`src/rtl/tlang_pkg.sv`:
```
// tlang_pkg: shared types, constants and the angle table builder for two_row_line_angle
// no dependencies; used by every module of the block
`default_nettype none

package tlang_pkg;

  // default tracked rows
  localparam logic [7:0] FAR_ROW_DEFAULT  = 8'd35;
  localparam logic [7:0] NEAR_ROW_DEFAULT = 8'd70;

  // configuration register indexes
  localparam int CFG_IDX_W = 3;
  localparam logic [CFG_IDX_W-1:0] CFG_ROI_LEFT       = 3'd0;
  localparam logic [CFG_IDX_W-1:0] CFG_ROI_RIGHT      = 3'd1;
  localparam logic [CFG_IDX_W-1:0] CFG_MIN_RUN_LENGTH = 3'd2;
  localparam logic [CFG_IDX_W-1:0] CFG_RED_ROW        = 3'd3;
  localparam logic [CFG_IDX_W-1:0] CFG_RED_THRESHOLD  = 3'd4;
  localparam logic [CFG_IDX_W-1:0] CFG_RED_FRAMES     = 3'd5;

  // configuration reset values
  localparam logic [7:0] ROI_LEFT_RESET       = 8'd0;
  localparam logic [7:0] ROI_RIGHT_RESET      = 8'd159;
  localparam logic [7:0] MIN_RUN_RESET        = 8'd3;
  localparam logic [7:0] RED_ROW_RESET        = 8'd65;
  localparam logic [7:0] RED_THRESHOLD_RESET  = 8'd8;
  localparam logic [3:0] RED_FRAMES_RESET     = 4'd3;

  // which row the run registers belong to
  localparam logic [1:0] SIDE_NONE = 2'd0;
  localparam logic [1:0] SIDE_FAR  = 2'd1;
  localparam logic [1:0] SIDE_NEAR = 2'd2;

  localparam logic [8:0] SAT9      = 9'd511;
  localparam logic [7:0] CODE_MID  = 8'd127;
  localparam logic [7:0] CODE_MAX  = 8'd254;

  // row results handed from the run tracker to the top level
  typedef struct packed {
    logic       far_found;
    logic [7:0] far_center;
    logic [7:0] far_width;
    logic       near_found;
    logic [7:0] near_center;
    logic [7:0] near_width;
  } row_res_t;

  typedef logic [255:0][7:0] angle_rom_t;

  // cordic angles in units of 2^-20 degree
  localparam int CORDIC_STEPS = 24;
  localparam longint CORDIC_ANGLE [CORDIC_STEPS] = '{
    47185920, 27855475, 14718068, 7471121, 3750058, 1876857, 938658, 469357,
    234682, 117342, 58671, 29335, 14668, 7334, 3667, 1833,
    917, 458, 229, 115, 57, 29, 14, 7
  };

  function automatic longint shr_sym(longint v, int s);
    if (v < 0) begin
      return -((-v) >>> s);
    end
    return v >>> s;
  endfunction

  // round(127 + atan2(dx, dy) in degrees), clamped to 0..254; elaboration only
  function automatic logic [7:0] angle_code_of(int dx, int dy);
    longint x;
    longint y;
    longint z;
    longint xs;
    longint ys;
    longint deg;
    longint v;
    longint r;
    x = longint'(dy < 0 ? -dy : dy) * 64'sd16777216;
    y = longint'(dx < 0 ? -dx : dx) * 64'sd16777216;
    z = 0;
    if (x != 0 || y != 0) begin
      for (int i = 0; i < CORDIC_STEPS; i++) begin
        xs = shr_sym(x, i);
        ys = shr_sym(y, i);
        if (y >= 0) begin
          x = x + ys;
          y = y - xs;
          z = z + CORDIC_ANGLE[i];
        end else begin
          x = x - ys;
          y = y + xs;
          z = z - CORDIC_ANGLE[i];
        end
      end
    end
    deg = (dy < 0) ? (64'sd180 * 64'sd1048576) - z : z;
    if (dx < 0) begin
      deg = -deg;
    end
    v = 64'sd127 * 64'sd1048576 + deg;
    if (v >= 0) begin
      r = (v + 64'sd524288) >>> 20;
    end else begin
      r = -(((-v) + 64'sd524288) >>> 20);
    end
    if (r < 0) begin
      r = 0;
    end
    if (r > 254) begin
      r = 254;
    end
    return r[7:0];
  endfunction

  // code table over |dx| for one sign of dx
  function automatic angle_rom_t build_angle_rom(bit neg, int dy);
    angle_rom_t rom;
    for (int i = 0; i < 256; i++) begin
      rom[i] = angle_code_of(neg ? -i : i, dy);
    end
    return rom;
  endfunction

endpackage

`default_nettype wire

```
`src/rtl/tlang_row_track.sv`:
```
// tlang_row_track: longest black run tracking on the far and near rows
// depends on tlang_pkg
`default_nettype none

module tlang_row_track #(
  parameter logic [7:0] FAR_ROW  = tlang_pkg::FAR_ROW_DEFAULT,
  parameter logic [7:0] NEAR_ROW = tlang_pkg::NEAR_ROW_DEFAULT
) (
  input  wire logic                clk,
  input  wire logic                rst,
  input  wire logic                en,
  input  wire logic [7:0]          px,
  input  wire logic [7:0]          py,
  input  wire logic                black,
  input  wire logic                in_roi,
  input  wire logic                fend,
  input  wire logic [7:0]          min_run_length,
  output tlang_pkg::row_res_t      res
);

  logic [7:0] run_start;
  logic [8:0] run_len;
  logic [7:0] best_start;
  logic [8:0] best_len;
  logic [1:0] track_side;
  logic       far_found;
  logic [7:0] far_center_hold;
  logic [7:0] far_width_hold;

  logic [7:0] run_start_next;
  logic [8:0] run_len_next;
  logic [7:0] best_start_next;
  logic [8:0] best_len_next;
  logic [1:0] track_side_next;
  logic       far_found_next;
  logic [7:0] far_center_hold_next;
  logic [7:0] far_width_hold_next;

  logic       on_far;
  logic       on_near;
  logic       tracked;
  logic [1:0] side;
  logic [7:0] rs0;
  logic [8:0] rl0;
  logic [7:0] bs0;
  logic [8:0] bl0;
  logic       grow;
  logic [7:0] cur_start;
  logic [8:0] cur_len;
  logic       cur_found;
  logic [7:0] cur_center;
  logic [7:0] cur_width;

  assign on_far  = (py == FAR_ROW);
  assign on_near = (py == NEAR_ROW);
  assign tracked = on_far || on_near;
  assign side    = on_near ? tlang_pkg::SIDE_NEAR : tlang_pkg::SIDE_FAR;
  assign grow    = tracked && in_roi && black;

  always_comb begin
    // switching rows drops the other row's run state first
    if (tracked && (side != track_side)) begin
      rs0 = '0;
      rl0 = '0;
      bs0 = '0;
      bl0 = '0;
      track_side_next = side;
    end else begin
      rs0 = run_start;
      rl0 = run_len;
      bs0 = best_start;
      bl0 = best_len;
      track_side_next = track_side;
    end

    run_start_next  = rs0;
    best_start_next = bs0;
    best_len_next   = bl0;
    if (grow) begin
      if (rl0 == '0) begin
        run_start_next = px;
      end
      run_len_next = (rl0 < tlang_pkg::SAT9) ? rl0 + 9'd1 : rl0;
    end else begin
      if (rl0 > bl0) begin
        best_len_next   = rl0;
        best_start_next = rs0;
      end
      run_len_next = '0;
    end
  end

  // longest run so far with the open one included
  always_comb begin
    if (run_len_next > best_len_next) begin
      cur_len   = run_len_next;
      cur_start = run_start_next;
    end else begin
      cur_len   = best_len_next;
      cur_start = best_start_next;
    end
    cur_found  = (cur_len != '0) && (cur_len >= {1'b0, min_run_length});
    cur_center = cur_found ? cur_start + cur_len[8:1] : 8'd0;
    cur_width  = cur_found ? (cur_len[8] ? 8'd255 : cur_len[7:0]) : 8'd0;
  end

  always_comb begin
    if (on_far) begin
      far_found_next       = cur_found;
      far_center_hold_next = cur_center;
      far_width_hold_next  = cur_width;
    end else begin
      far_found_next       = far_found;
      far_center_hold_next = far_center_hold;
      far_width_hold_next  = far_width_hold;
    end
  end

  always_comb begin
    res.far_found   = far_found_next;
    res.far_center  = far_found_next ? far_center_hold_next : 8'd0;
    res.far_width   = far_found_next ? far_width_hold_next : 8'd0;
    res.near_found  = (track_side_next == tlang_pkg::SIDE_NEAR) && cur_found;
    res.near_center = res.near_found ? cur_center : 8'd0;
    res.near_width  = res.near_found ? cur_width : 8'd0;
  end

  always_ff @(posedge clk) begin
    if (rst || (en && fend)) begin
      run_start       <= '0;
      run_len         <= '0;
      best_start      <= '0;
      best_len        <= '0;
      track_side      <= tlang_pkg::SIDE_NONE;
      far_found       <= 1'b0;
      far_center_hold <= '0;
      far_width_hold  <= '0;
    end else if (en) begin
      run_start       <= run_start_next;
      run_len         <= run_len_next;
      best_start      <= best_start_next;
      best_len        <= best_len_next;
      track_side      <= track_side_next;
      far_found       <= far_found_next;
      far_center_hold <= far_center_hold_next;
      far_width_hold  <= far_width_hold_next;
    end
  end

endmodule

`default_nettype wire

```
`src/rtl/tlang_red_count.sv`:
```
// tlang_red_count: red pixel count on one row and the red frame streak
// depends on tlang_pkg
`default_nettype none

module tlang_red_count (
  input  wire logic       clk,
  input  wire logic       rst,
  input  wire logic       en,
  input  wire logic [7:0] py,
  input  wire logic       red,
  input  wire logic       in_roi,
  input  wire logic       fend,
  input  wire logic [7:0] red_row,
  input  wire logic [7:0] red_threshold,
  input  wire logic [3:0] red_frames_needed,
  output logic            red_confirmed
);

  logic [8:0] red_pixel_count;
  logic [8:0] red_pixel_count_next;
  logic [3:0] red_streak;
  logic [3:0] red_streak_next;

  always_comb begin
    red_pixel_count_next = red_pixel_count;
    if ((py == red_row) && in_roi && red && (red_pixel_count < tlang_pkg::SAT9)) begin
      red_pixel_count_next = red_pixel_count + 9'd1;
    end
    if (red_pixel_count_next >= {1'b0, red_threshold}) begin
      red_streak_next = (red_streak < red_frames_needed) ? red_streak + 4'd1 : red_streak;
    end else begin
      red_streak_next = '0;
    end
  end

  assign red_confirmed = (red_streak_next >= red_frames_needed);

  always_ff @(posedge clk) begin
    if (rst) begin
      red_pixel_count <= '0;
      red_streak      <= '0;
    end else if (en) begin
      if (fend) begin
        red_pixel_count <= '0;
        red_streak      <= red_streak_next;
      end else begin
        red_pixel_count <= red_pixel_count_next;
      end
    end
  end

endmodule

`default_nettype wire

```
`src/rtl/tlang_angle.sv`:
```
// tlang_angle: angle code lookup from the two run centres
// depends on tlang_pkg (table builder)
`default_nettype none

module tlang_angle #(
  parameter logic [7:0] FAR_ROW  = tlang_pkg::FAR_ROW_DEFAULT,
  parameter logic [7:0] NEAR_ROW = tlang_pkg::NEAR_ROW_DEFAULT
) (
  input  wire logic       valid,
  input  wire logic [7:0] near_center,
  input  wire logic [7:0] far_center,
  output logic [7:0]      angle_code
);

  localparam int DY = int'(NEAR_ROW) - int'(FAR_ROW);
  localparam tlang_pkg::angle_rom_t ROM_POS = tlang_pkg::build_angle_rom(1'b0, DY);
  localparam tlang_pkg::angle_rom_t ROM_NEG = tlang_pkg::build_angle_rom(1'b1, DY);

  logic [8:0] dx;
  logic       neg;
  logic [7:0] mag;

  assign dx  = {1'b0, near_center} - {1'b0, far_center};
  assign neg = dx[8];
  assign mag = neg ? 8'(-dx) : dx[7:0];

  always_comb begin
    if (!valid) begin
      angle_code = tlang_pkg::CODE_MID;
    end else if (neg) begin
      angle_code = ROM_NEG[mag];
    end else begin
      angle_code = ROM_POS[mag];
    end
  end

endmodule

`default_nettype wire

```
`src/rtl/two_row_line_angle.sv`:
```
// two_row_line_angle: line angle from two fixed pixel rows, red frame detection
// depends on tlang_pkg, tlang_row_track, tlang_red_count, tlang_angle
//
//   channel | handshake            | payload
//   --------+----------------------+-------------------------------------------------
//   in      | in_valid / in_ready  | pix_x, pix_y, is_black, is_red, frame_end
//   out     | out_valid/ out_ready | fine_valid, angle_code, far_center, near_center,
//           |                      | far_width, near_width, red_confirmed
//   cfg     | cfg_valid/ cfg_ready | cfg_index, cfg_data
//
// one pixel item per cycle unless a frame_end pixel waits on a stalled result; each item
// passes the input register and, if it is the frame_end pixel, the result register too;
// the run, red count and angle table lookup all sit between those two registers
// synchronous active high reset clears the run state, red streak and both valids,
// and loads the configuration reset values
// a stalled result only holds back the next frame_end pixel; ordinary pixels
// keep flowing past a waiting result
`default_nettype none

module two_row_line_angle #(
  parameter logic [7:0] FAR_ROW  = tlang_pkg::FAR_ROW_DEFAULT,
  parameter logic [7:0] NEAR_ROW = tlang_pkg::NEAR_ROW_DEFAULT
) (
  input  wire logic                           clk,
  input  wire logic                           rst,
  // pixel items
  input  wire logic                           in_valid,
  output logic                                in_ready,
  input  wire logic [7:0]                     pix_x,
  input  wire logic [7:0]                     pix_y,
  input  wire logic                           is_black,
  input  wire logic                           is_red,
  input  wire logic                           frame_end,
  // frame results
  output logic                                out_valid,
  input  wire logic                           out_ready,
  output logic                                fine_valid,
  output logic [7:0]                          angle_code,
  output logic [7:0]                          far_center,
  output logic [7:0]                          near_center,
  output logic [7:0]                          far_width,
  output logic [7:0]                          near_width,
  output logic                                red_confirmed,
  // register writes
  input  wire logic                           cfg_valid,
  output logic                                cfg_ready,
  input  wire logic [tlang_pkg::CFG_IDX_W-1:0] cfg_index,
  input  wire logic [7:0]                     cfg_data
);

  // configuration registers
  logic [7:0] roi_left;
  logic [7:0] roi_right;
  logic [7:0] min_run_length;
  logic [7:0] red_row;
  logic [7:0] red_threshold;
  logic [3:0] red_frames_needed;

  // input register
  logic       s1_valid;
  logic [7:0] s1_x;
  logic [7:0] s1_y;
  logic       s1_black;
  logic       s1_red;
  logic       s1_fend;

  logic                s1_fire;
  logic                s1_in_roi;
  tlang_pkg::row_res_t rows;
  logic                red_now;
  logic [7:0]          code_now;
  logic                valid_now;

  assign cfg_ready = 1'b1;

  always_ff @(posedge clk) begin
    if (rst) begin
      roi_left          <= tlang_pkg::ROI_LEFT_RESET;
      roi_right         <= tlang_pkg::ROI_RIGHT_RESET;
      min_run_length    <= tlang_pkg::MIN_RUN_RESET;
      red_row           <= tlang_pkg::RED_ROW_RESET;
      red_threshold     <= tlang_pkg::RED_THRESHOLD_RESET;
      red_frames_needed <= tlang_pkg::RED_FRAMES_RESET;
    end else if (cfg_valid && cfg_ready) begin
      case (cfg_index)
        tlang_pkg::CFG_ROI_LEFT:       roi_left          <= cfg_data;
        tlang_pkg::CFG_ROI_RIGHT:      roi_right         <= cfg_data;
        tlang_pkg::CFG_MIN_RUN_LENGTH: min_run_length    <= cfg_data;
        tlang_pkg::CFG_RED_ROW:        red_row           <= cfg_data;
        tlang_pkg::CFG_RED_THRESHOLD:  red_threshold     <= cfg_data;
        tlang_pkg::CFG_RED_FRAMES:     red_frames_needed <= cfg_data[3:0];
        default: ;
      endcase
    end
  end

  // a frame_end item moves on only when the result register can take it
  assign s1_fire  = s1_valid && (!s1_fend || !out_valid || out_ready);
  assign in_ready = !s1_valid || s1_fire;

  always_ff @(posedge clk) begin
    if (rst) begin
      s1_valid <= 1'b0;
    end else if (in_ready) begin
      s1_valid <= in_valid;
    end
  end

  // payload needs no reset
  always_ff @(posedge clk) begin
    if (in_ready && in_valid) begin
      s1_x     <= pix_x;
      s1_y     <= pix_y;
      s1_black <= is_black;
      s1_red   <= is_red;
      s1_fend  <= frame_end;
    end
  end

  // an empty window (left above right) holds no pixel
  assign s1_in_roi = (s1_x >= roi_left) && (s1_x <= roi_right);

  tlang_row_track #(
    .FAR_ROW  (FAR_ROW),
    .NEAR_ROW (NEAR_ROW)
  ) u_row_track (
    .clk            (clk),
    .rst            (rst),
    .en             (s1_fire),
    .px             (s1_x),
    .py             (s1_y),
    .black          (s1_black),
    .in_roi         (s1_in_roi),
    .fend           (s1_fend),
    .min_run_length (min_run_length),
    .res            (rows)
  );

  tlang_red_count u_red_count (
    .clk               (clk),
    .rst               (rst),
    .en                (s1_fire),
    .py                (s1_y),
    .red               (s1_red),
    .in_roi            (s1_in_roi),
    .fend              (s1_fend),
    .red_row           (red_row),
    .red_threshold     (red_threshold),
    .red_frames_needed (red_frames_needed),
    .red_confirmed     (red_now)
  );

  assign valid_now = rows.far_found && rows.near_found;

  tlang_angle #(
    .FAR_ROW  (FAR_ROW),
    .NEAR_ROW (NEAR_ROW)
  ) u_angle (
    .valid       (valid_now),
    .near_center (rows.near_center),
    .far_center  (rows.far_center),
    .angle_code  (code_now)
  );

  // result register
  always_ff @(posedge clk) begin
    if (rst) begin
      out_valid <= 1'b0;
    end else if (s1_fire && s1_fend) begin
      out_valid <= 1'b1;
    end else if (out_ready) begin
      out_valid <= 1'b0;
    end
  end

  always_ff @(posedge clk) begin
    if (s1_fire && s1_fend) begin
      fine_valid    <= valid_now;
      angle_code    <= code_now;
      far_center    <= rows.far_center;
      near_center   <= rows.near_center;
      far_width     <= rows.far_width;
      near_width    <= rows.near_width;
      red_confirmed <= red_now;
    end
  end

endmodule

`default_nettype wire

```
`config.mk`:
```
export PLATFORM = sky130hd
export DESIGN_NAME = two_row_line_angle
export DESIGN_NICKNAME = d
export VERILOG_FILES = /design/src/rtl/tlang_pkg.sv /design/src/rtl/tlang_row_track.sv /design/src/rtl/tlang_red_count.sv /design/src/rtl/tlang_angle.sv /design/src/rtl/two_row_line_angle.sv
export SDC_FILE = /design/constraint.sdc
export NUM_CORES = 1
export LEC_CHECK = 0
export CAP_MARGIN = 25
export CORE_MARGIN = 2
export CORE_UTILIZATION = 65
export DETAILED_ROUTE_END_ITERATION = 8
export DONT_BUFFER_PORTS = 1
export HOLD_SLACK_MARGIN = 0.08
export MAX_ROUTING_LAYER = met4
export PLACE_DENSITY = 0.81
export SLEW_MARGIN = 20
export SYNTH_ARGS = -nofsm -noshare
export SYNTH_HDL_FRONTEND = slang
export SYNTH_SLANG_ARGS = --single-unit
```
`constraint.sdc`:
```
create_clock -name clk -period 15.6 [get_ports clk]
set_input_delay 0.78 -clock clk [delete_from_list [all_inputs] [get_ports clk]]
set_output_delay 0.78 -clock clk [all_outputs]
set_load 0.1 [all_outputs]
```
Yosys cells after proc, flatten, opt, wreduce, memory -nomap -nowiden --
Memories as Yosys holds them, arrays and structs flattened. Index checks and enable logic that the tools add are counted.
Word-level totals: memories kept 2, bits in read-only memories 4096, bits of input ports 35, word-level logic and storage cells 125, register bits after elaboration 173
Memory list:
- (no name shown) | words 256, width 8, rd ports 1, clocked after Yosys merged registers in 0, write ports 0, RTL line tlang_angle.sv:31 | angle_code = ROM_NEG[mag];
- (no name shown) | words 256, width 8, rd ports 1, clocked after Yosys merged registers in 0, write ports 0, RTL line tlang_angle.sv:33 | angle_code = ROM_POS[mag];
Operators by class: reductions and logical operators 32, mux-type cells 34, order comparisons 11, equality and inequality tests 10, add/sub/neg operators 6
Operators by type and width (count):
- $mux 8 | 18
- $mux 9 | 9
- $add 9x1->9 const B | 2
- $ge 9x8->1 | 2
- $gt 9x9->1 | 2
- $lt 9x9->1 const B | 2
- $reduce_and 2->1 | 7
- $logic_and 1x1->1 | 13
- $logic_not 9->1 | 1
- $lt 8x9->1 const B | 1
- $reduce_bool 9->1 | 1
- $sub 8x8->9 | 1
- $add 8x8->8 | 1
- $eq 8x6->1 const B | 1
- $eq 8x7->1 const B | 1
- $eq 8x8->1 | 1
- $ge 8x8->1 | 1
- $le 8x8->1 | 1
- $mux 4 | 2
- $neg 8->8 | 1
- $eq 3x2->1 const B | 2
- $eq 3x3->1 const B | 2
- $logic_or 1x1->1 | 5
- $add 4x1->4 const B | 1
- other kinds (10) | 15

Logic depth before layout (Yosys ltp) --
depth in word-level cells 21, depth in mapped cells 56, gate-level depth less buffers 48

Hierarchy --
Synthesis repeated with hierarchy kept, for this count alone.
Second synthesis, totals: cell total of the unflattened synthesis 1424, area, all modules 11853.9 um2
By module, submodules not included:
- tlang_row_track | instances 1, sequential area each 1061.0 um2, area each 4075.2 um2, cells an instance 550
- two_row_line_angle | instances 1, sequential area each 2752.6 um2, area each 3937.5 um2, cells an instance 317
- tlang_angle | instances 1, sequential area each 0.0 um2, area each 2481.1 um2, cells an instance 376
- tlang_red_count | instances 1, sequential area each 260.2 um2, area each 1360.1 um2, cells an instance 181

Worst setup path after synthesis --
OpenSTA, ideal clock, no wires.
path type reg2reg, start point register s1_y[3], end point register angle_code[1] (data pin), arrival 11041 ps, stages on the path, launching flop included 53, clock period less this slack 11310 ps, setup time 269 ps, path buffers 10, slack 4290 ps, data required time 15331 ps, path through edfxtp_1 > nor4b_4 > o21ai_2 > buf_2 > buf_1 > clkbuf_1 > and2_1 > ha_1 > a211o_1 > nor2_1 > a211oi_1 > o21bai_1 > or2_2 > buf_4 > mux2i_1 > or2_2 > ha_1 > a2111oi_2 > (+17 left out) > buf_2 > a22o_1 > ha_1 > fa_1 > nand2b_1 > a21oi_1 > o22a_1 > clkbuf_1 > mux2i_1 > clkbuf_1 > ha_1 > clkbuf_1 > a31oi_1 > a221oi_1 > a311oi_1 > a2111oi_0 > o311a_1 > o211ai_2
RTL lines:
- from (decl) | RTL line two_row_line_angle.sv:62 | logic [7:0] s1_y;
- from (signal assigned) | RTL line two_row_line_angle.sv:113 | s1_y <= pix_y;
- to (signal assigned) | RTL line two_row_line_angle.sv:179 | angle_code <= code_now;
- to (decl) | RTL line two_row_line_angle.sv:38 | output logic [7:0] angle_code,

==> flow_summary.yaml <==
sta:
  setup_viol: 0
  hold_viol: 0
  relSlewSlack_pct: 28.39
  tns_ns: 0
  fmax_mhz: 78.95
  post-route-period-util_pct: 81.19
  fin_ws_ns: 2.934
  clock-skew-final_ns: 0.01425
  tightest_slew_ns: 1.070
  fin_crit_ns: 12.67
  slew_viol_final: 0
  rsz0062_at_grt: "false"
clock_network:
  cts_tree: "yes"
  cts_setup_buffers: 0
  cts.sinks: 173
  clk_pin_slew_worst_paths_ns: 0.08
  insertion_delay_ns: 0.45
  cts_max_level: 4
  cts-root-buf: "clkbuf_16"
  clockBufferDepth: 2
  cts_buffers: 17
  cts_resized: 0
  hold_buffers: 0
placement:
  io_buffers: 0
  hpwl_mm: 24.86
  pre_cts_slack_ns: 3.276
  place.gp.congestion: 1.020
  dp_cells: 1606
final_layout:
  syn_to_final_growth_pct: 6.713
  multiInputGateArea_um2: 7233
  fin_cells: 1642
  final_core_utilization_pct: 70.66
  fin_nets: 1524
  ff_latch_area_um2: 4074
  final_common_cell: "nand2_1"
  final_cell_mix: "190 x nand2_1, 135 x nor2_1, 112 x dfxtp_1"
  drive_gt1_share_pct: 6.884
  nFillCells: 1411
  top_regs: "u_red_count.red_pixel_count (9), u_row_track.best_len (9), u_row_track.run_len (9)"
worst_hold_path:
  hp-start: "rst"
  hp-class: "input port to register"
  whs_path_depth: 1
  hold_end: "u_red_count.red_pixel_count[7]$_SDFFE_PP0P_"
worst_setup_path:
  startpoint: "s1_y[3]$_DFFE_PP_"
  cp.arrival_ns: 12.83
  reg2reg_to: "angle_code[3]$_SDFFCE_PN1P_"
  reg2reg_depth: 47
  cp_common_cell: "ha_1"
  worstPathRequired_ns: 15.77
  critPathCaptureType: "register"
  cp-start-kind: "register"
  cpPeakStageDelay_ns: 0.74
  critPathSlowestCell: "o22a_1"
  worstPathMaxFanout: 29
  ff2ff_setup_slack_ns: 2.93
  critical_path_class: "register to register"
  r2r_start: "s1_y[3]$_DFFE_PP_"
floorplan:
  start_util_pct: 66.21
  row_count: 49
  dieArea_um2: 19330
  die_w_um: 139.0
  coreArea_um2: 17900
  die_h_um: 139.0
  io_pins: 80
drt:
  wl_mm: 34.96
  drtAntennaViolNets: 0
  drt_pass1_iterations: 7
  routedWlPerCell_um: 21.29
  remaining_drc_errors: 0
  vias_per_cell: 6.790
  drt_iter0_markers: 1632
  vias: 11150
global_route:
  gr-total-overflow: 0
  grt_pass1_vias: 10480
  antenna_found_initial: 2
  grt_max_degree: 70
  grt_usage_pct: 36.98
  grt_pass1_wl_mm: 55.86
status:
  outcome: "finished, final reports clean"
synthesis:
  synthTopCellsByArea: "dfxtp_1 19%, edfxtp_1 15%, ha_1 9.6%, nand2_1 6.0%, a21oi_1 4.6%"
  netlist.area_leader.share_pct: 18.91
  synth-edff-count: 61
  postSynthCellCount: 1432
  synthesis.nets: 1560
  ys_types: 92
  yosys_register_bits: 173
  syn-cell-area_um2: 11850
  yosysWarnings: 0
  seq_area_frac_synth_pct: 34.37
  synthFlopType: "dfxtp_1"
  yosys.area.top_type: "dfxtp_1"
  ys_async_sr_fraction_pct: 0
  synth.avg_cell_area_um2: 8.278
power_and_ir_drop:
  p_leak_nw: 4.925
  peakVddDrop_mv: 0.08406
  p_total_mw: 1.061
  power_density_nw_per_um2: 83.86
job:
  cap_violations: 0
-- cell usage after synthesis, drive strengths merged, types with 14 or more instances --
library cell  count
nand2           190
nor2            136
dfxtp           112
a21oi           108
ha               91
o21ai            77
inv              73
edfxtp           61
clkbuf           58
nor3             37
nand3            36
a22oi            28
xnor2            26
a211oi           25
mux2i            21
and2             20
a211o            18
buf              18
a21o             16
nand4            16
xor2             16
a22o             15
a31oi            15
nor2b            15
nor4             15
o211ai           14
-- through the flow --
step | hold WS, ns | area, µm²
floorplan | 0.4254 | 11850
global route | 0.3907 | 12640
finish | 0.4005 | 12650
global placement | 0.4373 | 12010
CTS | 0.3948 | 12630
detailed placement | 0.4410 | 12020
-- cell type report --
class                           instances  share of cell area [%]
Antenna cell                            4                 0.07913
Clock buffer                           17                   3.363
Clock inverter                         15                   1.494
Inverter                               73                   2.166
Multi-Input combinational cell       1110                   57.18
Sequential cell                       173                   32.21
Tap cell                              229                   2.265
Timing Repair Buffer                   21                   1.246
-- kinds of logic after synthesis --
kind of cell | Yosys count | synth area share (%)
buffers and inverters | 149 | 4.993
AOI/OAI and AO/OA | 416 | 23.97
muxes | 26 | 2.248
adders and majority gates | 93 | 9.943
xor gates and xnor gates | 42 | 3.103
other | 1 | 0.03164
and+or+nand+nor | 532 | 21.34
DFF | 173 | 34.37
-- power by group --
group	leakage (nW)	switching (mW)	internal, mW
registers	1.51	0.0147	0.474
clock network	0.298	0.213	0.232
logic	3.12	0.0857	0.0420
total	4.92	0.313	0.748
-- per-layer routing --
metal,vias to the layer above,global-route usage (%),wire [µm]
met5,-,-,0
met4,0,13.72,1060
met3,113,8.702,3863
met2,676,55.85,15720
met1,5183,48.66,14310
li1,5178,-,-
-- worst max-delay path by stage --
stage / end / slack (ns) / cells after the start
floorplan: angle_code[1]$_SDFFCE_PN1P_ / 4.29 / 52
global placement: angle_code[1]$_SDFFCE_PN1P_ / 3.60 / 43
detailed placement: angle_code[3]$_SDFFCE_PN1P_ / 3.28 / 47
CTS: angle_code[3]$_SDFFCE_PN1P_ / 3.21 / 47
global route: angle_code[4]$_SDFFCE_PN1P_ / 2.15 / 48
finish: angle_code[3]$_SDFFCE_PN1P_ / 2.93 / 47
-- worst max-delay path, delay by kind of cell (launching register included) --
kind                       cells  cell delay (ns)
AOI/OAI and AO/OA             22             5.22
muxes                          2             0.45
adders and majority gates      7             2.09
DFF                            1             0.46
and+or+nand+nor               11             3.12
buffers and inverters          5             1.03
Note: power is estimated with default switching activity, not from simulation.
